**config.mk**
```make
export PLATFORM = sky130hd
export DESIGN_NAME = ttg_div
export DESIGN_NICKNAME = d
export VERILOG_FILES = /design/src/rtl/triangle_tangent_generator_unit_macros.svh /design/src/rtl/ttg_pkg.sv /design/src/rtl/ttg_div.sv
export SDC_FILE = /design/constraint.sdc
export NUM_CORES = 1
export LEC_CHECK = 0
export BUFFER_PORTS_ARGS = -buffer_cell sky130_fd_sc_hd__buf_2
export CAP_MARGIN = 20
export CORE_MARGIN = 3
export CORE_UTILIZATION = 56
export CTS_CLUSTER_DIAMETER = 50
export DETAILED_ROUTE_END_ITERATION = 12
export PLACE_DENSITY = 0.82
export SLEW_MARGIN = 20
export SYNTH_ARGS = -nofsm -noshare
export SYNTH_HDL_FRONTEND = slang
export SYNTH_SLANG_ARGS = --single-unit
```
**constraint.sdc**
```tcl
create_clock -name clock -period 3.7 [get_ports clock]
set_input_delay 0.37 -clock clock [delete_from_list [all_inputs] [get_ports clock]]
set_output_delay 0.37 -clock clock [all_outputs]
set_load 0.005 [all_outputs]
```
**src/rtl/triangle_tangent_generator_unit_macros.svh**
```systemverilog
// Assertion macros used by the tangent generator top level.
`ifndef TRIANGLE_TANGENT_GENERATOR_UNIT_MACROS_SVH
`define TRIANGLE_TANGENT_GENERATOR_UNIT_MACROS_SVH
// Implication checked at every clock edge outside reset.
`define TTG_ASSERT(label, clk, rst, prop, msg) \
   label: assert property (@(posedge clk) disable iff (rst) (prop)) else $error(msg);
// Signal must hold its value while a condition is true.
`define TTG_ASSERT_HOLD(label, clk, rst, cond, sig, msg) \
   label: assert property (@(posedge clk) disable iff (rst) (cond) |=> $stable(sig)) \
      else $error(msg);
`endif

```
**src/rtl/ttg_pkg.sv**
```systemverilog
// Package with the types and constants of the triangle tangent generator.
package ttg_pkg;
   localparam int CoordW   = 32;
   localparam int DiffW    = 33;
   localparam int ProdW    = 66;
   localparam int WideW    = 68;
   localparam int NormBits = 30;
   localparam int OutFrac  = 16;
   localparam int OutW     = 18;
   localparam int SqW      = 62;
   localparam int SqrtW    = 31;
   localparam int QW       = 47;

   typedef enum logic [3:0] {
      ST_IDLE, ST_MUL, ST_SHIFT, ST_SQ, ST_SQR, ST_SQRT, ST_DIV, ST_OUT
   } state_type;
endpackage

```
**src/rtl/ttg_div.sv**
```systemverilog
// Restoring divider, one quotient bit per cycle.
module ttg_div (
   input  logic                          clock,
   input  logic                          reset,
   input  logic                          start,
   input  logic [ttg_pkg::QW-1:0]        dividend,
   input  logic [ttg_pkg::SqrtW-1:0]     divisor,
   output logic                          done,
   output logic [ttg_pkg::QW-1:0]        quotient
);
   logic [ttg_pkg::QW-1:0]     quo_ff, quo_in;
   logic [ttg_pkg::SqrtW:0]    rem_ff, rem_in;
   logic [ttg_pkg::SqrtW-1:0]  den_ff, den_in;
   logic [5:0]                 cnt_ff, cnt_in;
   logic                       busy_ff, busy_in, done_ff, done_in;
   logic [ttg_pkg::SqrtW+1:0]  shifted;

   always_comb begin
      quo_in  = quo_ff;
      rem_in  = rem_ff;
      den_in  = den_ff;
      cnt_in  = cnt_ff;
      busy_in = busy_ff;
      done_in = 1'b0;
      shifted = {rem_ff, quo_ff[ttg_pkg::QW-1]};
      if (start) begin
         quo_in  = dividend;
         rem_in  = '0;
         den_in  = divisor;
         cnt_in  = '0;
         busy_in = 1'b1;
      end else if (busy_ff) begin
         if (shifted >= {2'b00, den_ff}) begin
            rem_in = (ttg_pkg::SqrtW+1)'(shifted - {2'b00, den_ff});
            quo_in = {quo_ff[ttg_pkg::QW-2:0], 1'b1};
         end else begin
            rem_in = shifted[ttg_pkg::SqrtW:0];
            quo_in = {quo_ff[ttg_pkg::QW-2:0], 1'b0};
         end
         cnt_in = cnt_ff + 6'd1;
         if (cnt_ff == 6'(ttg_pkg::QW-1)) begin
            busy_in = 1'b0;
            done_in = 1'b1;
         end
      end
   end

   always_ff @(posedge clock) begin
      if (reset) begin
         busy_ff <= 1'b0;
         done_ff <= 1'b0;
         cnt_ff  <= '0;
      end else begin
         busy_ff <= busy_in;
         done_ff <= done_in;
         cnt_ff  <= cnt_in;
      end
      quo_ff <= quo_in;
      rem_ff <= rem_in;
      den_ff <= den_in;
   end

   assign done     = done_ff;
   assign quotient = quo_ff;
endmodule

```
=== Yosys cells after proc, flatten, opt, wreduce, memory -nomap -nowiden ===
Cells that the tools add are included.

* Register bits: 118
* Bits of input ports: 81
* Output and inout bits: 48
* Word-level logic and storage cells: 22

* $add $sub $neg: 2
* Magnitude comparators: 1
* Equality and inequality tests: 1
* Muxes and demuxes: 8
* Bitwise logic cells: 1
* Reduce and logical (&&, ||, !) cells: 3

{| class="wikitable"
|+ Operators by type and width
! kind !! count
|-
| $mux W47 || 2
|-
| $ge A33 B31 Y1 || 1
|-
| $mux W32 || 1
|-
| $sub A32 B31 Y32 || 1
|-
| $add A6 B1 Y6 const B || 1
|-
| $eq A6 B6 Y1 const B || 1
|-
| $mux W1 || 5
|-
| $reduce_or A3 Y1 || 1
|-
| $reduce_bool A2 Y1 || 1
|-
| $reduce_or A2 Y1 || 1
|-
| $not A1 Y1 || 1
|}

=== Longest topological paths before layout ===
* Word-level depth: 4
* Gate-level depth with buffers: 14
* Depth with buffers taken out: 12

=== Worst setup path before layout ===
No wires, ideal clock.

* Path type: reg2reg
* Start point: register den_ff[22] (netlist name)
* End point: register quo_ff, in the netlist quotient[0] (data pin)
* Library setup time: 0.260 ns
* Arrival: 2.606 ns
* Required time: 3.440 ns
* Setup slack: 0.834 ns
* Stages on the path, launching flop included: 14
* Buffers on the path: 3
* Clock period less this slack: 2.866 ns
* Path through: edfxtp_1 -> inv_1 -> ha_1 -> buf_6 -> a21o_1 -> a21o_1 -> a21oi_1 -> o211ai_1 -> nand3_1 -> a41oi_4 -> or2_1 -> buf_6 -> buf_6 -> mux2_2

* Longest elaborated chain between the ends: 4

{| class="wikitable"
|+ RTL lines
! what !! line !! text
|-
| start: declaration || ttg_div.sv:13 || <nowiki>logic [ttg_pkg::SqrtW-1:0] den_ff, den_in;</nowiki>
|-
| start signal: assignment || ttg_div.sv:60 || <nowiki>den_ff <= den_in;</nowiki>
|-
| $ge A33 B31 Y1 || ttg_div.sv:33 || <nowiki>if (shifted >= {2'b00, den_ff}) begin</nowiki>
|-
| $mux W1 || ttg_div.sv:33 ||
|-
| $mux W47 || ttg_div.sv:32 || <nowiki>end else if (busy_ff) begin</nowiki>
|-
| $mux W47 || ttg_div.sv:26 || <nowiki>if (start) begin</nowiki>
|-
| named net quo_in, one bit || ttg_div.sv:11 || <nowiki>logic [ttg_pkg::QW-1:0] quo_ff, quo_in;</nowiki>
|-
| end signal: assignment || ttg_div.sv:58 || <nowiki>quo_ff <= quo_in;</nowiki>
|-
| end: declaration || ttg_div.sv:11 ||
|}

The timed path passes the listed nets, and every way through them passes these cells. The select of a mux whose other input is x is not followed.
A chain may end at the register's enable or synchronous reset.

=== Worst setup path after layout ===
* Start point: register den_ff[5] (netlist name)
* End point: register quo_ff, in the netlist quotient[0] (data pin)

Same word-level chain as after synthesis.

==> results.ini <==
[clocking]
clockRootBuffer=clkbuf_16
numCtsBuffers=17
cts_tree=done
cts-resized-gates=0
htreeDepth=4
cts_buffer_depth=2
clock_latency_ps=420
clkSinkCount=118
cts_hold_buffers=0
post_cts_buffers=0
path_clk_slew_ps=60

[sta]
finalHoldViolations=0
rsz0062_at_grt=no
setup_viol_count_final=0
clock_skew_ps=9.12
post-route-min-period_ps=3470
slew_headroom_pct=28.3
period_share_pct=93.7
worst_slew_pin_slew_ps=1080
slew_viol_final=0
tns_ps=0
fmaxAchievable_mhz=288

[critical_path]
worstPathCellList=inv_1 -> ha_1 -> o21a_1 -> nor2_1 -> a311o_1 -> a211oi_2 -> nor3_2 -> a41oi_4 -> or2_1 -> buf_12 -> mux2_2
endpoint_kind=flip-flop
crit_fanout=19
cp-startpoint=den_ff[5]
r2r_cells=11
reg2reg_to=quotient[0]
required_ps=3870
critical_path.endpoint=quotient[0]
path_class=reg2reg
cpPeakStageDelay_ps=520
startpoint_type=flip-flop
arrival_ps=3630
rrSetupSlack_ps=230
r2r_start=den_ff[5]
slowest_stage=or2_1

[synthesis]
synth_ff_type=edfxtp_1
synth_compound_area_share_pct=15.2
synth_adder_area_share_pct=6.65
synth_top_family_by_area=compound AO/OA/AOI/OAI gates
ys_types=65
syn_area_per_cell_um2=10.5
synth_seq_area_share_pct=48.3
syn_nets=735
synth_edf_count=78
synthSimpleGateAreaFrac_pct=12.8
synth_area_mm2=0.00651
synth_mux_area_share_pct=8.28
ys_warn_count=0
syn_inst=620
synthXorXnorAreaFrac_pct=4.04
synth-seq-cells=118
ys_async_sr_fraction_pct=0

[pwr]
pwr-share-seq_pct=40.3
finalPower_mw=4.02
ir_worst_vdd_mv=0.395
p_clk_share_pct=38.2
p_leak_nw=3.27
switching_share_pct=28.1
power_switching_mw=1.13
internal-power_mw=2.89
power_frac_comb_pct=21.5
power_density_mw_per_mm2=516

[detailed_routing]
highest_layer=met4
wl_per_cell_um=16.7
wl_met3_mm=1.16
wl_met1_mm=6.13
wl_met2_mm=7.41
first_pass_iters=4
wl_mm=14.9
drcViolationCount=0
vias=5201
drtAntennaViolNets=0
vias_per_cell=5.82
drtIter0Drc=286

[floorplanning]
die_area_mm2=0.0130
start_util_pct=58.8
ioPinCount=129
die_w_um=114
rows=38
coreArea_mm2=0.0111
fp.dieH_um=114

[grt]
antenna_found_initial=0
gr-total-overflow=0
grt_pass1_vias=5209
grt_first_pass_wirelength_mm=24.5
track_usage_pct=23.8
grt_max_degree=119

[place]
routabilityCongestion=0.898
dp_hpwl_mm=10.3
portBuffers=128

[cells_and_area]
drive_gt1_share_pct=28.9
final_cell_mix=buf_2, edfxtp_1, nand2_1, nor2_1, mux2_2
layout_commonest_cell=buf_2
antenna_cells=0
syn2layout_area_growth_pct=19.7
nets=856

[run_status]
status=completed

[worst_hold_path]
hold_class=in2reg

[flow_run]
maxCapViolCount=0

-- state kept, by name (all words and copies together) (netlist names) --
register / flops
cnt_ff: 6
quotient: 47
rem_ff: 32
busy_ff: 1
done: 1
den_ff: 31
-- how the worst min path moves through the flow --
stage	from	cells past startpoint	endpoint	slack, ps
2_1_floorplan	reset	1	busy_ff	440
6_report	reset	2	busy_ff	120
5_1_grt	reset	2	busy_ff	100
3_3_place_gp	cnt_ff[5]	2	cnt_ff[5]	470
3_5_place_dp	rem_ff[1]	2	rem_ff[1]	490
4_1_cts	reset	2	busy_ff	100
-- critical path, delay by kind of cell, from the launching register on --
kind                       cells  cell delay [ps]
adders and majority gates      1              340
AOI/OAI and AO/OA              4              810
DFF                            1              320
buffers and inverters          2              290
and+or+nand+nor                3             1180
muxes                          1              260
-- power groups by stage --
stage / combinational, mW / clock [mW] / sequential, mW
finish: 0.866 / 1.54 / 1.62
global route: 0.961 / 1.62 / 1.64
CTS: 0.861 / 1.55 / 1.62
detailed placement: 0.850 / 0 / 1.64
global placement: 0.830 / 0 / 1.64
floorplan: 0.619 / 0 / 1.63
-- per-layer routing --
layer  vias up  GRT usage [%]
met2       172           39.8
met1      2486           28.3
li1       2517              -
met3        26           9.12
met4         0           7.68
met5         -              0
-- metrics by stage --
| stage | utilization [%] | area (um2) | hold WS (ps) | cells | setup slack, ps |
|---|---|---|---|---|---|
| floorplan | - | 6510 | 442 | 620 | 834 |
| global placement | 65.3 | 7240 | 470 | 862 | 496 |
| detailed placement | 65.3 | 7240 | 486 | 862 | 321 |
| CTS | 70.3 | 7790 | 102 | 894 | 312 |
| global route | 70.3 | 7790 | 104 | 894 | 45.2 |
| finish | 70.3 | 7790 | 117 | 894 | 232 |
-- kinds of logic (layout without fill, tap and decap cells) --
| family | count (synthesis) | count (layout) |
|---|---|---|
| AND/OR/NAND/NOR | 179 | 179 |
| AO/OA/AOI/OAI | 138 | 138 |
| flip-flops | 118 | 118 |
| buffers and inverters | 73 | 207 |
| multiplexers | 48 | 48 |
| adder cells (fa/ha/maj) | 34 | 34 |
| XOR/XNOR | 30 | 30 |
-- synthesized netlist by cell type, types with 4 or more instances --
master	count	area share, %
buf_6	5	0.86
inv_1	42	2.4
dfxtp_1	40	12
clkbuf_1	23	1.3
o21bai_1	6	0.69
nand2_1	73	4.2
a311oi_1	22	3.0
edfxtp_1	78	36
or3_1	4	0.38
a21oi_1	33	2.5
nand3_1	7	0.54
and3_1	4	0.38
nor3_1	4	0.31
ha_1	33	6.3
xor2_1	15	2.0
nor2_1	48	2.8
o211ai_1	7	0.81
mux2_2	47	8.1
a21o_1	12	1.4
o21ai_0	20	1.5
xnor2_1	15	2.0
a211oi_1	4	0.46
nand4_1	14	1.3
nand2b_1	7	0.67
-- final cells by class --
class,count,area [um2]
inverters,42,158
multi-input cells,429,3050
repair buffers,133,706
fillers,816,3290
clock inverters,8,73.8
flip-flops and latches,118,3140
well taps,140,175
clock buffers,24,482
(Power assumes the default switching activity.)
