`config.mk`:
```
export PLATFORM = sky130hd
export DESIGN_NAME = ttg_mul
export DESIGN_NICKNAME = d
export VERILOG_FILES = /design/src/rtl/triangle_tangent_generator_unit_macros.svh /design/src/rtl/ttg_pkg.sv /design/src/rtl/ttg_mul.sv
export SDC_FILE = /design/constraint.sdc
export NUM_CORES = 1
export LEC_CHECK = 0
export BUFFER_PORTS_ARGS = -buffer_cell sky130_fd_sc_hd__clkbuf_2
export CAP_MARGIN = 15
export CORE_ASPECT_RATIO = 1.2
export CORE_MARGIN = 5
export CORE_UTILIZATION = 55
export CTS_CLUSTER_DIAMETER = 50
export CTS_CLUSTER_SIZE = 28
export DETAILED_ROUTE_END_ITERATION = 8
export PLACE_DENSITY = 0.76
export SLEW_MARGIN = 25
export SYNTH_ARGS = -nofsm -noshare
export SYNTH_HDL_FRONTEND = slang
export SYNTH_SLANG_ARGS = --single-unit
```
`constraint.sdc`:
```
create_clock -name clock -period 3.7 [get_ports clock]
set_clock_uncertainty 0.1 [all_clocks]
set_input_delay 0.185 -clock clock [delete_from_list [all_inputs] [get_ports clock]]
set_output_delay 0.185 -clock clock [all_outputs]
set_load 0.05 [all_outputs]
```
`src/rtl/triangle_tangent_generator_unit_macros.svh`:
```
// Assertion macros used by the tangent generator top level.
`ifndef TRIANGLE_TANGENT_GENERATOR_UNIT_MACROS_SVH
`define TRIANGLE_TANGENT_GENERATOR_UNIT_MACROS_SVH
// Implication checked at every clock edge outside reset.
`define TTG_ASSERT(label, clk, rst, prop, msg) \
   label: assert property (@(posedge clk) disable iff (rst) (prop)) else $error(msg);
// Signal must hold its value while a condition is true.
`define TTG_ASSERT_HOLD(label, clk, rst, cond, sig, msg) \
   label: assert property (@(posedge clk) disable iff (rst) (cond) |=> $stable(sig)) \
      else $error(msg);
`endif

```
`src/rtl/ttg_pkg.sv`:
```
// Package with the types and constants of the triangle tangent generator.
package ttg_pkg;
   localparam int CoordW   = 32;
   localparam int DiffW    = 33;
   localparam int ProdW    = 66;
   localparam int WideW    = 68;
   localparam int NormBits = 30;
   localparam int OutFrac  = 16;
   localparam int OutW     = 18;
   localparam int SqW      = 62;
   localparam int SqrtW    = 31;
   localparam int QW       = 47;

   typedef enum logic [3:0] {
      ST_IDLE, ST_MUL, ST_SHIFT, ST_SQ, ST_SQR, ST_SQRT, ST_DIV, ST_OUT
   } state_type;
endpackage

```
`src/rtl/ttg_mul.sv`:
```
// Bit-serial signed multiplier: one multiplier bit per cycle, add and shift.
module ttg_mul (
   input  logic                         clock,
   input  logic                         reset,
   input  logic                         start,
   input  logic signed [ttg_pkg::DiffW-1:0] op_a,
   input  logic signed [ttg_pkg::DiffW-1:0] op_b,
   output logic                         done,
   output logic signed [ttg_pkg::ProdW-1:0] product
);
   logic [ttg_pkg::DiffW-1:0]        mag_a_ff, mag_a_in, mag_b_ff, mag_b_in;
   logic [ttg_pkg::ProdW-1:0]        acc_ff, acc_in;
   logic [5:0]                       cnt_ff, cnt_in;
   logic                             busy_ff, busy_in, neg_ff, neg_in, done_ff, done_in;
   logic [ttg_pkg::DiffW-1:0]        abs_a, abs_b;

   always_comb begin
      abs_a = op_a[ttg_pkg::DiffW-1] ? (~op_a + 1'b1) : op_a;
      abs_b = op_b[ttg_pkg::DiffW-1] ? (~op_b + 1'b1) : op_b;
      mag_a_in = mag_a_ff;
      mag_b_in = mag_b_ff;
      acc_in   = acc_ff;
      cnt_in   = cnt_ff;
      busy_in  = busy_ff;
      neg_in   = neg_ff;
      done_in  = 1'b0;
      if (start) begin
         mag_a_in = abs_a;
         mag_b_in = abs_b;
         acc_in   = '0;
         cnt_in   = '0;
         busy_in  = 1'b1;
         neg_in   = op_a[ttg_pkg::DiffW-1] ^ op_b[ttg_pkg::DiffW-1];
      end else if (busy_ff) begin
         // The accumulator holds the partial product, shifted right one bit a cycle.
         acc_in = {1'b0, acc_ff[ttg_pkg::ProdW-1:1]}
                + (mag_b_ff[0] ? {1'b0, mag_a_ff, {(ttg_pkg::ProdW-ttg_pkg::DiffW-1){1'b0}}}
                               : '0);
         mag_b_in = mag_b_ff >> 1;
         cnt_in   = cnt_ff + 6'd1;
         if (cnt_ff == 6'(ttg_pkg::DiffW-1)) begin
            busy_in = 1'b0;
            done_in = 1'b1;
         end
      end
   end

   always_ff @(posedge clock) begin
      if (reset) begin
         busy_ff <= 1'b0;
         done_ff <= 1'b0;
         cnt_ff  <= '0;
      end else begin
         busy_ff <= busy_in;
         done_ff <= done_in;
         cnt_ff  <= cnt_in;
      end
      mag_a_ff <= mag_a_in;
      mag_b_ff <= mag_b_in;
      acc_ff   <= acc_in;
      neg_ff   <= neg_in;
   end

   // After 33 shift-add steps the accumulator holds the full product magnitude.
   assign done    = done_ff;
   assign product = neg_ff ? -$signed(acc_ff) : $signed(acc_ff);
endmodule

```
**After elaboration in Yosys (flattened, before gate mapping)**

Cells that the tools add are included.

- Memories kept: 0
- Output and inout port bits: 67
- Bits in latches: 0
- Bits of input ports: 69
- Bits in writable memories: 0
- Word-level logic and storage cells: 31
- Flip-flop bits (word level): 141
- Memory bits (read-only): 0

- Equality and inequality tests: 1
- Divide/modulo/power cells: 0
- Shift operators: 0
- Add/sub/neg operators: 5
- Multiply operators: 0
- Muxes and demuxes: 10
- Reductions and logical operators: 3
- Bitwise operators: 4
- Magnitude comparators: 0

Operator list:

| cell | number |
|---|---|
| $mux W33 | 3 |
| $add A33 B1 Y33 const B | 2 |
| $add A65 B65 Y66 | 1 |
| $mux W66 | 1 |
| $neg A66 Y66 | 1 |
| $not A33 Y33 | 2 |
| $mux W65 | 1 |
| $mux W32 | 1 |
| $add A6 B1 Y6 const B | 1 |
| $eq A6 B6 Y1 const B | 1 |
| $mux W1 | 4 |
| $reduce_or A3 Y1 | 1 |
| $reduce_bool A2 Y1 | 1 |
| $reduce_or A2 Y1 | 1 |
| $not A1 Y1 | 1 |
| $xor A1 B1 Y1 | 1 |

**Depth between registers and ports, before layout**

- Depth in word-level cells: 4
- Mapped depth: 12
- Gate-level depth less buffers: 11

**Worst setup path before layout**

No wires, ideal clock.

- Path kind: register -> register
- Start point: reg mag_b_ff[0] (netlist name)
- End point: reg acc_ff[54] (netlist name)
- Period minus slack after synthesis: 3.144 ns
- Data required time: 3.483 ns
- Stages on the path, launching flop included: 13
- Setup time: 0.117 ns
- Buffers on the path: 1
- Arrival: 2.927 ns
- Slack: 0.556 ns
- Path through: edfxtp_1 clkbuf_1 and2_1 ha_1 inv_1 fa_1 nor2b_1 o2111ai_1 and3_1 o41ai_1 o21bai_1 xnor2_1 a22o_1

- Longest elaborated chain between the ends: 2

Ends and longest elaborated chain:

| what | line | RTL |
|---|---|---|
| from (decl) | ttg_mul.sv:11 | `logic [ttg_pkg::DiffW-1:0] mag_a_ff, mag_a_in, mag_b_ff, mag_b_in;` |
| from (signal assigned) | ttg_mul.sv:59 | `mag_b_ff <= mag_b_in;` |
| $mux W65 | ttg_mul.sv:37 | `+ (mag_b_ff[0] ? {1'b0, mag_a_ff, {(ttg_pkg::ProdW-ttg_pkg::DiffW-1){1'b0}}}` |
| $add A65 B65 Y66 | ttg_mul.sv:37 |  |
| to (signal assigned) | ttg_mul.sv:60 | `acc_ff <= acc_in;` |
| to (decl) | ttg_mul.sv:12 | `logic [ttg_pkg::ProdW-1:0] acc_ff, acc_in;` |

Every way passes these cells.
A chain may end at the register's enable or synchronous reset.

**Final worst setup path**

- Start point: reg acc_ff[28] (netlist name)
- End point: out product[63] (netlist name)

- Longest elaborated chain between the ends: 2

Ends and longest elaborated chain:

| what | line | RTL |
|---|---|---|
| $neg A66 Y66 | ttg_mul.sv:66 | `assign product = neg_ff ? -$signed(acc_ff) : $signed(acc_ff);` |
| $mux W66 | ttg_mul.sv:66 |  |
| to (decl) | ttg_mul.sv:9 | `output logic signed [ttg_pkg::ProdW-1:0] product` |

Every way passes these cells.

==> impl_metrics.env <==
export IMPL_outcome="finished clean"
export IMPL_initial_utilization=0.558
export IMPL_p_sw_uw=1840
export IMPL_r2r_start="mag_b_ff[0]"
export IMPL_reg2reg_slack_ns=0.35
export IMPL_finalCriticalPeriod_ns=3.55
export IMPL_core_area_um2=17500
export IMPL_cts_max_level=4
export IMPL_clockBufferDepth=2
export IMPL_setup_worst_path_end="product[63]"
export IMPL_ys_top_cells_by_area="edfxtp_1 (21%), dfxtp_1 (15%), xnor2_1 (9.9%), ha_1 (4.9%), nor2_1 (4.5%)"
export IMPL_drcViolationCount=0
export IMPL_netlist_area_um2=9770
export IMPL_grt_overflow=0
export IMPL_netlist_instances=1105
export IMPL_reg2regPathDepth=9
export IMPL_drtIter0Drc=499
export IMPL_finalSetupViolations=0
export IMPL_avgViaCountPerCell=5.77
export IMPL_grt_pass1_wl_um=39300
export IMPL_async_flop_share=0
export IMPL_hold_slack_ns=0.0100
export IMPL_nets=1352
export IMPL_synth_warnings=0
export IMPL_power_density_nw_per_um2=444
export IMPL_fin_cells=1477
export IMPL_yosysTopAreaCell="edfxtp_1"
export IMPL_crit_chain="or4_4 -> nor4_4 -> nand3_1 -> or4_4 -> or2_4 -> o41ai_4 -> xnor2_1 -> buf_2"
export IMPL_end_kind="output pin"
export IMPL_final_common_cell="clkbuf_2"
export IMPL_grtUsageTotal=0.227
export IMPL_synth_top_area_share=0.206
export IMPL_cpMostUsedCell="or4_4"
export IMPL_portBuffers=135
export IMPL_cp_arrival_ns=3.26
export IMPL_place_inst=1417
export IMPL_clkLatencyLatePin_ns=0.42
export IMPL_cts_buffers=17
export IMPL_ys_seq_area_frac=0.357
export IMPL_rows=53
export IMPL_area_growth_synth_to_final_pct=17.0
export IMPL_detailed_place_hpwl_um=17400
export IMPL_gp_congestion=0.951
export IMPL_drv_cap=0
export IMPL_hold_path_class="in2reg"
export IMPL_die_h_um=156
export IMPL_p_int_uw=3230
export IMPL_drtPass1Iterations=5
export IMPL_switching_share=0.364
export IMPL_critPathLaunchType="register"
export IMPL_worst_pin_slew_ns=0.859
export IMPL_cts_tree="built"
export IMPL_ys_seq_elements=141
export IMPL_drive_gt1_frac=0.169
export IMPL_cts_sinks=141
export IMPL_crit_required_ns=3.41
export IMPL_die_w_um=132
export IMPL_relSlewSlack=0.428
export IMPL_syn_avg_cell_area_um2=8.85
export IMPL_pwr_share_seq=0.366
export IMPL_slowest_delay_ns=0.57
export IMPL_num_vias=8521
export IMPL_crit_fanout=7
export IMPL_p_leak_uw=0.00460
export IMPL_antenna_cells=0
export IMPL_routedWlPerCell_um=15.7
export IMPL_ant_nets=0
export IMPL_synth_nets=1213
export IMPL_ios=136
export IMPL_max_clock_freq_ghz=0.282
export IMPL_grt_max_degree=67
export IMPL_fin_crit_sh=0.959
export IMPL_ys_flop_type="dfxtp_1"
export IMPL_cts_clk_slew_worst_paths_ns=0.06
export IMPL_dieArea_um2=20500
export IMPL_synth_edf_count=67
export IMPL_clockPowerShare=0.311
export IMPL_comb_power_share=0.322
export IMPL_hold_viol_final=0
export IMPL_antenna_found_initial=0
export IMPL_mostFrequentLayoutCells="clkbuf_2 (129), nor2_1 (118), xnor2_1 (110), nand2_1 (96), dfxtp_1 (73)"
export IMPL_maxSlewViolCount=0
export IMPL_yosys_cell_types_count=73
export IMPL_rr_endpoint="acc_ff[65]"
export IMPL_rsz0062_at_grt="no"
export IMPL_ir_worst_vdd_mv=0.276
export IMPL_first_global_vias=8134
export IMPL_worstSetupStartpoint="acc_ff[28]"
export IMPL_critPathSlowestCell="or4_4"
export IMPL_setup_tns_ns=0
export IMPL_critical_path_class="reg2out"
export IMPL_drt_total_wl_um=23300
export IMPL_clockRootBuffer="clkbuf_16"
## metal layers
layer | global-route usage | vias to the layer above | part of all wire
met4 | 0.0637 | 0 | 0.015
met3 | 0.0452 | 23 | 0.061
li1 | - | 4319 | -
met1 | 0.304 | 3927 | 0.45
met2 | 0.375 | 252 | 0.47
met5 | 0 | - | 0
## stage by stage
stage / area (um^2) / worst slack, ns / util / power (uW)
after floorplan: 9770 / 0.556 / - / 3090
after global placement: 10600 / 0.497 / 0.605 / 3460
after detailed placement: 10600 / 0.430 / 0.605 / 3490
after CTS: 11400 / 0.0164 / 0.652 / 5090
after global routing: 11400 / 0.0116 / 0.653 / 5320
final: 11400 / 0.151 / 0.653 / 5070
## area by class of cell
class / count / area [um^2]
fill: 1488 / 6070
multi-input combinational: 890 / 6010
sequential: 141 / 3490
timing repair buffer: 173 / 1030
clock buffer: 19 / 433
tap: 220 / 275
clock inverter: 13 / 114
inverter: 21 / 78.8
## logic make-up after synthesis
family,share of synthesized area
buffers and inverters,0.0289
and+or+nand+nor,0.201
xor gates and xnor gates,0.134
AOI/OAI and AO/OA,0.183
DFF,0.357
adders and majority gates,0.0507
muxes,0.0452
## Yosys cell counts (3+ instances only)
| master | count |
|---|---|
| a21o_1 | 10 |
| a21oi_1 | 69 |
| a22o_1 | 3 |
| a31oi_1 | 3 |
| and2_1 | 36 |
| and3_1 | 4 |
| buf_1 | 6 |
| clkbuf_1 | 45 |
| dfxtp_1 | 74 |
| edfxtp_1 | 67 |
| ha_1 | 38 |
| inv_1 | 21 |
| mux2i_1 | 43 |
| nand2_1 | 96 |
| nand2b_1 | 10 |
| nand3_1 | 13 |
| nand3b_1 | 4 |
| nand4_1 | 13 |
| nor2_1 | 118 |
| nor2b_1 | 5 |
| nor3_1 | 15 |
| nor4_1 | 8 |
| o2111ai_1 | 3 |
| o211ai_1 | 7 |
| o21a_1 | 6 |
| o21ai_0 | 66 |
| o21ai_1 | 4 |
| o22ai_1 | 6 |
| o311ai_0 | 3 |
| o31ai_1 | 36 |
| o31ai_2 | 6 |
| o41ai_1 | 21 |
| or2_1 | 3 |
| or2_2 | 10 |
| or3_1 | 14 |
| or4_1 | 21 |
| or4_4 | 4 |
| xnor2_1 | 110 |
| xor2_1 | 39 |
## state kept, by name, summed over array words and instances, names as in the netlist
register / flops
neg_ff: 1
done: 1
cnt_ff: 6
busy_ff: 1
acc_ff: 66
mag_b_ff: 33
mag_a_ff: 33
## power by group through the flow
stage / sequential [uW] / clock (uW) / combinational, uW
6_report: 1860 / 1580 / 1630
5_1_grt: 1870 / 1680 / 1760
4_1_cts: 1860 / 1600 / 1630
3_5_place_dp: 1890 / 0 / 1600
3_3_place_gp: 1890 / 0 / 1580
2_1_floorplan: 1860 / 0 / 1230
## worst min path at each step
| stage | start | end | depth (start not counted) |
|---|---|---|---|
| 2_1_floorplan | reset | busy_ff | 1 |
| 3_3_place_gp | reset | busy_ff | 2 |
| 3_5_place_dp | reset | busy_ff | 2 |
| 4_1_cts | op_a[11] | mag_a_ff[11] | 2 |
| 5_1_grt | op_a[11] | mag_a_ff[11] | 2 |
| 6_report | op_a[11] | mag_a_ff[11] | 2 |
## critical path: cells and delay by family, from the launching register on
family / cells / cell delay, ns
AO/OA/AOI/OAI: 1 / 0.22
XOR/XNOR: 1 / 0.14
buffers and inverters: 1 / 0.28
flip-flops: 1 / 0.37
AND/OR/NAND/NOR: 5 / 1.83
## what timing repair did
item | 4_1_cts | 5_1_grt
hold buffers | 25 | 0
endpoints found under the setup margin | 2 | 9
endpoints found under the hold margin | 26 | 0
setup buffers | 1 | 2
pin swaps | 1 | 2
resized for setup | 2 | 5
Note: power is estimated with default switching activity, not from simulation.
