### src/rtl/triangle_tangent_generator_unit_macros.svh
// Assertion macros used by the tangent generator top level.
`ifndef TRIANGLE_TANGENT_GENERATOR_UNIT_MACROS_SVH
`define TRIANGLE_TANGENT_GENERATOR_UNIT_MACROS_SVH
// Implication checked at every clock edge outside reset.
`define TTG_ASSERT(label, clk, rst, prop, msg) \
   label: assert property (@(posedge clk) disable iff (rst) (prop)) else $error(msg);
// Signal must hold its value while a condition is true.
`define TTG_ASSERT_HOLD(label, clk, rst, cond, sig, msg) \
   label: assert property (@(posedge clk) disable iff (rst) (cond) |=> $stable(sig)) \
      else $error(msg);
`endif

### src/rtl/ttg_pkg.sv
// Package with the types and constants of the triangle tangent generator.
package ttg_pkg;
   localparam int CoordW   = 32;
   localparam int DiffW    = 33;
   localparam int ProdW    = 66;
   localparam int WideW    = 68;
   localparam int NormBits = 30;
   localparam int OutFrac  = 16;
   localparam int OutW     = 18;
   localparam int SqW      = 62;
   localparam int SqrtW    = 31;
   localparam int QW       = 47;

   typedef enum logic [3:0] {
      ST_IDLE, ST_MUL, ST_SHIFT, ST_SQ, ST_SQR, ST_SQRT, ST_DIV, ST_OUT
   } state_type;
endpackage

### src/rtl/ttg_sqrt.sv
// Restoring square root, one result bit per cycle.
module ttg_sqrt (
   input  logic                          clock,
   input  logic                          reset,
   input  logic                          start,
   input  logic [ttg_pkg::SqW-1:0]       radicand,
   output logic                          done,
   output logic [ttg_pkg::SqrtW-1:0]     root
);
   logic [ttg_pkg::SqW-1:0]   rem_ff, rem_in;
   logic [ttg_pkg::SqW-1:0]   res_ff, res_in;
   logic [ttg_pkg::SqW-1:0]   bit_ff, bit_in;
   logic                      busy_ff, busy_in, done_ff, done_in;
   logic [ttg_pkg::SqW-1:0]   trial;

   always_comb begin
      rem_in  = rem_ff;
      res_in  = res_ff;
      bit_in  = bit_ff;
      busy_in = busy_ff;
      done_in = 1'b0;
      trial   = res_ff + bit_ff;
      if (start) begin
         rem_in  = radicand;
         res_in  = '0;
         bit_in  = {2'b01, {(ttg_pkg::SqW-2){1'b0}}};
         busy_in = 1'b1;
      end else if (busy_ff) begin
         if (rem_ff >= trial) begin
            rem_in = rem_ff - trial;
            res_in = (res_ff >> 1) + bit_ff;
         end else begin
            res_in = res_ff >> 1;
         end
         bit_in = bit_ff >> 2;
         if (bit_ff[0] || bit_ff[1]) begin
            busy_in = 1'b0;
            done_in = 1'b1;
         end
      end
   end

   always_ff @(posedge clock) begin
      if (reset) begin
         busy_ff <= 1'b0;
         done_ff <= 1'b0;
      end else begin
         busy_ff <= busy_in;
         done_ff <= done_in;
      end
      rem_ff <= rem_in;
      res_ff <= res_in;
      bit_ff <= bit_in;
   end

   assign done = done_ff;
   assign root = res_ff[ttg_pkg::SqrtW-1:0];
endmodule

### config.mk
export PLATFORM = sky130hd
export DESIGN_NAME = ttg_sqrt
export DESIGN_NICKNAME = d
export VERILOG_FILES = /design/src/rtl/triangle_tangent_generator_unit_macros.svh /design/src/rtl/ttg_pkg.sv /design/src/rtl/ttg_sqrt.sv
export SDC_FILE = /design/constraint.sdc
export NUM_CORES = 1
export LEC_CHECK = 0
export BUFFER_PORTS_ARGS = -buffer_cell sky130_fd_sc_hd__buf_2
export CAP_MARGIN = 25
export CORE_MARGIN = 5
export CORE_UTILIZATION = 55
export DETAILED_ROUTE_END_ITERATION = 10
export GPL_ROUTABILITY_DRIVEN = 0
export PLACE_DENSITY = 0.73
export SYNTH_ARGS = -nofsm -noshare
export SYNTH_HDL_FRONTEND = slang
export SYNTH_SLANG_ARGS = --single-unit
### constraint.sdc
create_clock -name clock -period 8.8 [get_ports clock]
set_input_delay 1.32 -clock clock [delete_from_list [all_inputs] [get_ports clock]]
set_output_delay 1.32 -clock clock [all_outputs]
set_load 0.005 [all_outputs]
### After elaboration in Yosys (flattened, before gate mapping)

Cells that the tools add are included.

* word-level logic and storage cells: 22
* input bits: 65
* register bits after elaboration: 157
* output and inout bits: 32

* add/sub/neg operators: 3
* reductions and logical operators: 4
* mux-type cells: 8
* bitwise logic cells: 1
* $lt $le $gt $ge: 1

Operators with widths (count)
* $mux W62: 4
* $add A61 B61 Y62: 1
* $add A62 B61 Y62: 1
* $ge A62 B62 Y1: 1
* $sub A62 B62 Y62: 1
* $mux W1: 4
* $reduce_bool A2 Y1: 2
* $reduce_or A3 Y1: 1
* $reduce_and A2 Y1: 1
* $not A1 Y1: 1

### Longest topological paths before layout

Gate-level depths: netlist of the first run.

* depth in word-level cells: 5
* gate-level depth with buffers: 26
* gate-level depth less buffers: 23

### Worst setup path before layout of the first run

Ideal clock, no wire load.

* kind: reg2reg
* from: register res_ff[2] (netlist name)
* to: register rem_ff[0] (netlist name) (enable)
* stages on the path, launching flop included: 24
* required time: 8.379 ns
* clock period less this slack: 6.320 ns
* setup time: 0.421 ns
* buffers on the path: 2
* setup slack: 2.480 ns
* data arrival time: 5.899 ns
* cells stage by stage: dfxtp_1 -> ha_1 -> a311oi_1 -> o31ai_1 -> a31oi_1 -> o31a_1 -> nor3_1 -> or2_2 -> a31o_2 -> a21oi_1 -> o21bai_1 -> xnor2_1 -> ha_1 -> nand2_1 -> o21bai_1 -> a22oi_1 -> nor4b_1 -> o31ai_2 -> a31oi_2 -> or2_1 -> buf_4 -> buf_6 -> nand2_1 -> nand2_1

* longest elaborated chain between the ends: 4

RTL lines
* start: declaration: RTL line ttg_sqrt.sv:11 `logic [ttg_pkg::SqW-1:0] res_ff, res_in;`
* start signal: assignment: RTL line ttg_sqrt.sv:52 `res_ff <= res_in;`
* $add A62 B61 Y62: RTL line ttg_sqrt.sv:22 `trial = res_ff + bit_ff;`
* $ge A62 B62 Y1: RTL line ttg_sqrt.sv:29 `if (rem_ff >= trial) begin`
* $reduce_bool A2 Y1 (no line)
* $reduce_and A2 Y1 (no line)
* end signal: assignment: RTL line ttg_sqrt.sv:51 `rem_ff <= rem_in;`
* end: declaration: RTL line ttg_sqrt.sv:10 `logic [ttg_pkg::SqW-1:0] rem_ff, rem_in;`

No other way between the ends.
A chain may end at the register's enable or synchronous reset.

### Worst setup path in the final report of the first run

* from: register res_ff[2] (netlist name)
* to: register rem_ff[33] (netlist name) (enable)

The elaborated chain is that of the path after synthesis.

==> flow_metrics.tcl, run 1 <==
set metrics [dict create \
    outcome "complete, no violations" \
    hold_path_end "done" \
    die_width_microns 174 \
    max-clock-path-buffers 2 \
    grt_setup_unrepaired "no" \
    clkTransAtPathRegs_ps 70 \
    yosys_warnings 0 \
    grt_overflow 0 \
    rr_startpoint "res_ff[2]" \
    tightestPinTransition_ps 1010 \
    synthDistinctLibCells 87 \
    final.setup_skew_ps 15.3 \
    hold_path_start "bit_ff[0]" \
    internal_power_w 0.00234 \
    irDropWorstVdd_uv 166 \
    critical-path-top-delay-family "compound AO/OA/AOI/OAI gates" \
    reg2reg_depth 20 \
    routed-via-count 13939 \
    area_delta_synth_final_pct 5.02 \
    drv_cap 0 \
    htree_num_levels 4 \
    clock_latency_ps 440 \
    comb_power_share_pct 58.9 \
    netlist_instances 1881 \
    timing.hold.worst.class "reg -> reg" \
    coreArea_sq_mm 0.0268 \
    viasPerCell 6.30 \
    regToRegEndpoint "rem_ff[33]" \
    slowest_stage "sky130_fd_sc_hd__buf_4" \
    first_pass_grt_wire_length_mm 65.8 \
    clk_sinks 157 \
    worst_slew_margin_rel_pct 32.8 \
    synth_ff_type "sky130_fd_sc_hd__dfxtp_1" \
    worst-setup-path-type "reg -> reg" \
    filler_cell_count 2501 \
    io-pin-count 97 \
    netlist_top_cells_area "sky130_fd_sc_hd__dfxtp_1, sky130_fd_sc_hd__edfxtp_1, sky130_fd_sc_hd__ha_1" \
    largest_net_degree_at_the_start_of_global_routing 101 \
    dp.final_hpwl_mm 30.3 \
    cts_inserted_buffers 17 \
    antenna_violating_nets_post_route 0 \
    critical_path_peak_fanout 62 \
    wire_length_per_cell_microns 18.4 \
    dr.pass1.iters 8 \
    power.static_leakage_nw 5.96 \
    post_synth_instance_area_sq_mm 0.0148 \
    fmaxAchievable_ghz 0.144 \
    numPortBuffers 96 \
    netlist.top_cell.by_area "sky130_fd_sc_hd__dfxtp_1" \
    drt_wl_total_mm 40.7 \
    cts_setup_buffers 0 \
    layout_worst_path_cycle_share_pct 79.0 \
    largest_stage_delay_on_the_critical_path_ps 690 \
    diodes 0 \
    initial_antenna_violation_count 0 \
    series_of_cell_instances_along_the_critical_path "ha_1, a311oi_1, o31ai_1, a31oi_1, o31a_1, o21ai_2, a211o_1, a31o_2, a31oi_1, xor2_1, ha_1, nand2_1, nor4_1, nor4b_1, o31ai_2, a31oi_2, or2_2, nand2_1, nand2_2, buf_4" \
    sw_pwr_w 0.00210 \
    fin_tns_setup_ps 0 \
    violation_count_after_the_first_detailed_route_iteration 1248 \
    clockRootBuffer "sky130_fd_sc_hd__clkbuf_16" \
    synth_fp_nets 2073 \
    number_of_pins_with_negative_max_slew_slack_in_the_final_report 0 \
    synth_top_area_share_pct 12.8 \
    worst_hold_path_stage_count 2 \
    share_clk_of_total_power_pct 15.1 \
    buffer_and_inverter_count_on_the_worst_path 1 \
    swShare_pct 47.2 \
    final_layout_size_suffix_gt1_share_pct 10.6 \
    grt_use_total_pct 25.9 \
    ys_ff_latch 157 \
    hold_fix_buffers_cts 0 \
    final_period_minus_worst_setup_slack_ps 6950 \
    worst_setup_path_end_kind "register" \
    synth_edf_count 62 \
    worstPathArrival_ps 7010 \
    required_ps 8860 \
    setup_violations 0 \
    dieArea_sq_mm 0.0304 \
    synthArstFlopShare_pct 0 \
    grt_pass1_vias 13112 \
    timing_hold_violations_final 0 \
    r2r_setup_slack_ps 1850 \
    initial_core_util_pct 55.4 \
    placement_rows 60 \
    route.detailed.drc 0 \
    ys_seq_area_share_pct 25.4 \
    fin_nets 2052 \
    tritoncts_clock_tree "built" \
    dieHeight_microns 174 \
    syn-mean-instance-area_sq_um 7.89 \
    post_cts_resize_count 0 \
    power_frac_seq_pct 25.9 \
    crit_path_start_kind "register" \
    power-per-cell-area_mw_per_mm2 285 \
    final.hold.worst_slack_ps 512 \
]
## registers in the layout, summed over array words and instances (netlist names)
| name | flops |
|---|---|
| busy_ff | 1 |
| bit_ff | 31 |
| res_ff | 62 |
| rem_ff | 62 |
| done | 1 |
## metrics by stage
step	cell area, sq um	power (W)	instances	worst slack, ps	utilization, %
after detailed placement	15100	0.00371	2182	2050	56.3
after CTS	15600	0.00440	2214	2010	58.2
after global placement	15100	0.00367	2182	2310	56.3
after global routing	15600	0.00478	2214	1490	58.2
final	15600	0.00444	2214	1850	58.2
after floorplan	14800	0.00318	1881	2480	-
## synthesized netlist by cell type, types with 33 or more instances
master / count
sky130_fd_sc_hd__buf_2: 33
sky130_fd_sc_hd__ha_1: 126
sky130_fd_sc_hd__buf_4: 33
sky130_fd_sc_hd__a31oi_1: 58
sky130_fd_sc_hd__nand4_1: 50
sky130_fd_sc_hd__mux2i_1: 43
sky130_fd_sc_hd__a211oi_1: 37
sky130_fd_sc_hd__o21ai_0: 135
sky130_fd_sc_hd__inv_1: 37
sky130_fd_sc_hd__xnor2_1: 83
sky130_fd_sc_hd__xor2_1: 73
sky130_fd_sc_hd__a21oi_1: 120
sky130_fd_sc_hd__nor2_1: 194
sky130_fd_sc_hd__nand2_1: 224
sky130_fd_sc_hd__edfxtp_1: 62
sky130_fd_sc_hd__nand3_1: 40
sky130_fd_sc_hd__dfxtp_1: 95
sky130_fd_sc_hd__a21o_1: 36
sky130_fd_sc_hd__clkbuf_1: 64
## tightest hold or removal path, cell delays in order, from the launching register on
cell and delay, ps:
sky130_fd_sc_hd__dfxtp_1 340, sky130_fd_sc_hd__inv_1 80, sky130_fd_sc_hd__nor4_1 50
## power groups by stage
stage	clock network (W)	registers, W	logic (W)
2_1_floorplan	0	0.00108	0.00210
3_3_place_gp	0	0.00116	0.00251
3_5_place_dp	0	0.00116	0.00255
4_1_cts	0.000676	0.00115	0.00257
5_1_grt	0.000707	0.00117	0.00291
6_report	0.000670	0.00115	0.00262
## cell usage in the layout, fill, tap and decap left out, drive strengths merged, types with 18 or more instances in the layout
master,instances
nand2,225
nor2,204
a21o,37
ha,126
a31oi,62
nand3,40
o21a,20
xor2,73
edfxtp,62
a21oi,125
inv,38
a211oi,37
buf,102
mux2i,43
clkbuf,19
o21ai,155
nor3,31
o21bai,21
dfxtp,95
nand4,51
a31o,18
xnor2,83
## how the worst max path moves through the flow
stage | startpoint | end | slack (ps) | cells past startpoint
3_5_place_dp | bit_ff[0] | rem_ff[26] | 2050 | 22
4_1_cts | res_ff[2] | rem_ff[35] | 2010 | 20
3_3_place_gp | bit_ff[0] | rem_ff[26] | 2310 | 22
6_report | res_ff[2] | rem_ff[33] | 1850 | 20
5_1_grt | res_ff[2] | rem_ff[41] | 1490 | 20
2_1_floorplan | res_ff[2] | rem_ff[0] | 2480 | 23
## layout make-up
type | count | area, sq um | area share (%)
clock buffers | 19 | 433 | 2.78
flip-flops and latches | 157 | 3770 | 24.2
inverters | 37 | 139 | 0.891
well taps | 341 | 427 | 2.74
clock inverters | 13 | 76.3 | 0.490
repair buffers | 102 | 532 | 3.41
multi-input cells | 1545 | 10200 | 65.5
## logic make-up (layout without fill, tap and decap cells)
family	after synthesis	after routing	synth area share, %
compound gates	587	587	26.4
fa+ha+maj	127	127	10.8
xor+xnor	156	156	9.20
simple gates	627	627	19.1
flops	157	157	25.4
mux	48	48	3.28
buf+inv	179	171	5.89
## routing by layer
metal / routed length [microns] / vias to the layer above / track usage, %
li1: - / 6839 / -
met2: 18500 / 494 / 42.1
met3: 2620 / 65 / 3.26
met1: 18800 / 6541 / 36.3
met5: 0 / - / 0
met4: 812 / 0 / 6.96
Note: power is estimated with default switching activity, not from simulation.
==> run 2: changes to the inputs <==
--- a/config.mk
+++ b/config.mk
@@ -11,7 +11,7 @@
 export CORE_UTILIZATION = 55
 export DETAILED_ROUTE_END_ITERATION = 10
 export GPL_ROUTABILITY_DRIVEN = 0
-export PLACE_DENSITY = 0.73
+export PLACE_DENSITY = 0.76
 export SYNTH_ARGS = -nofsm -noshare
 export SYNTH_HDL_FRONTEND = slang
 export SYNTH_SLANG_ARGS = --single-unit
==> constraint.sdc (replaced) <==
create_clock -name clock -period 5.9 [get_ports clock]
set_input_delay 0.885 -clock clock [delete_from_list [all_inputs] [get_ports clock]]
set_output_delay 0.885 -clock clock [all_outputs]
set_load 0.005 [all_outputs]
==> flow_metrics.tcl, run 2 (synthesis results as in run 1) <==
set metrics [dict create \
    outcome "complete, no violations" \
    initial_antenna_violation_count 0 \
    viasPerCell 6.28 \
    wire_length_per_cell_microns 18.2 \
    final.setup_skew_ps 17.6 \
    layout.cells.most_common "sky130_fd_sc_hd__nand2_1" \
    drt_wl_total_mm 41.3 \
    timing_hold_violations_final 0 \
    layout_worst_path_cycle_share_pct 96.1 \
    grt_pass1_vias 13584 \
    dieArea_sq_mm 0.0304 \
    antenna_violating_nets_post_route 0 \
    hold_path_end "done" \
    tightestPinTransition_ps 833 \
    clk_sinks 157 \
    io-pin-count 97 \
    cts_inserted_buffers 17 \
    grt_overflow 0 \
    power.total_w 0.00708 \
    slowest_stage "sky130_fd_sc_hd__nor3_1" \
    worst_hold_path_stage_count 2 \
    max-clock-path-buffers 2 \
    dieHeight_microns 174 \
    rr_startpoint "bit_ff[0]" \
    dr.pass1.iters 6 \
    route.detailed.drc 0 \
    number_of_pins_with_negative_max_slew_slack_in_the_final_report 0 \
    crit_path_start_kind "register" \
    area_delta_synth_final_pct 9.42 \
    post-route-util_pct 60.6 \
    critical_path.most_common_cell "sky130_fd_sc_hd__ha_1" \
    worst_setup_path_end_kind "register" \
    numPortBuffers 96 \
    worst-setup-path-type "reg -> reg" \
    largest_net_degree_at_the_start_of_global_routing 158 \
    series_of_cell_instances_along_the_critical_path "ha_1, ha_1, a211oi_1, nand4bb_2, a21oi_4, a31oi_1, o21ai_1, a22oi_1, o22ai_2, nand4_1, a21boi_0, xnor2_1, ha_1, nand3_1, nor3_1, o211ai_1, and3_1, a21oi_1, a221o_1, a221oi_2, a21bo_1, mux2i_1, a21oi_1" \
    fin_tns_setup_ps 0 \
    timing.hold.worst.class "reg -> reg" \
    clockRootBuffer "sky130_fd_sc_hd__clkbuf_16" \
    final_layout_size_suffix_gt1_share_pct 14.4 \
    first_pass_grt_wire_length_mm 67.2 \
    worst_slew_margin_rel_pct 44.5 \
    clkTransAtPathRegs_ps 80 \
    die_width_microns 174 \
    dp.final_hpwl_mm 31.2 \
    grt_setup_unrepaired "no" \
    htree_num_levels 4 \
    reg_top3 "rem_ff x62, res_ff x62, bit_ff x31" \
    initial_core_util_pct 55.4 \
    fin_nets 2113 \
    final_period_minus_worst_setup_slack_ps 5670 \
    place_worst_setup_slack_ps -7.13 \
    worstPathArrival_ps 5830 \
    power.static_leakage_nw 6.36 \
    grt_use_total_pct 26.3 \
    drv_cap 0 \
    diodes 0 \
    setup_violations 0 \
    tritoncts_clock_tree "built" \
    placement_rows 60 \
    clock_latency_ps 440 \
    violation_count_after_the_first_detailed_route_iteration 1525 \
    reg2reg_depth 23 \
    critical_path_peak_fanout 5 \
    final.hold.worst_slack_ps 514 \
    final_critical_path_setup_slack_ps 230 \
    largest_stage_delay_on_the_critical_path_ps 380 \
    required_ps 6060 \
    mostFrequentLayoutCells "sky130_fd_sc_hd__nand2_1, sky130_fd_sc_hd__nor2_1, sky130_fd_sc_hd__o21ai_0" \
    routed-via-count 14277 \
    irDropWorstVdd_uv 276 \
    r2r_setup_slack_ps 230 \
    hold_path_start "bit_ff[0]" \
    regToRegEndpoint "rem_ff[59]" \
    fmaxAchievable_ghz 0.176 \
    power-per-cell-area_mw_per_mm2 436 \
    coreArea_sq_mm 0.0268 \
]
==> run 2: worst max-delay path, delay by kind of cell (launching register included) <==
kind | cells | cell delay (ps)
adder cells (fa/ha/maj) | 3 | 830
XOR/XNOR | 1 | 150
flip-flops | 1 | 340
AND/OR/NAND/NOR | 5 | 1160
multiplexers | 1 | 160
AO/OA/AOI/OAI | 13 | 2730
==> run 2: through the flow <==
stage,instance area [sq um],cells
floorplan,14800,1881
global placement,15600,2241
detailed placement,15600,2241
CTS,16200,2273
global route,16200,2275
finish,16200,2275
==> run 2: timing repair <==
item / 4_1_cts / 5_1_grt
cloned: 0 / 1
hold buffers: 0 / 0
endpoints found under the setup margin: 50 / 130
resized for setup: 1 / 13
buffers inserted: 0 / 1
pin swaps: 0 / 2
==> run 2: report_power, final <==
group	internal, W	switching [W]
Sequential	0.00148	0.000192
Clock	0.000593	0.000518
Combinational	0.00174	0.00255
==> run 2: layout make-up <==
type / count / area (sq um)
clock buffers: 19 / 464
inverters: 37 / 139
flip-flops and latches: 157 / 3770
fillers: 2386 / 10600
well taps: 341 / 427
repair buffers: 162 / 1040
clock inverters: 13 / 114
multi-input cells: 1546 / 10300
==> run 2: routing by layer <==
layer / global-route usage [%] / vias up / wire length [microns]
met1: 35.3 / 6635 / 18300
met4: 9.14 / 0 / 1190
met3: 5.46 / 89 / 3380
met5: 0 / - / 0
met2: 42.1 / 589 / 18400
li1: - / 6964 / -
==> run 2: how the worst max path moves through the flow <==
stage               startpoint    endpoint  slack [ps]
floorplan            res_ff[2]   rem_ff[0]         160
detailed placement   bit_ff[0]  res_ff[20]          -7
CTS                  bit_ff[0]  res_ff[20]          80
global route         bit_ff[0]  res_ff[15]          20
global placement     bit_ff[0]  res_ff[15]         140
finish               bit_ff[0]  rem_ff[59]         230
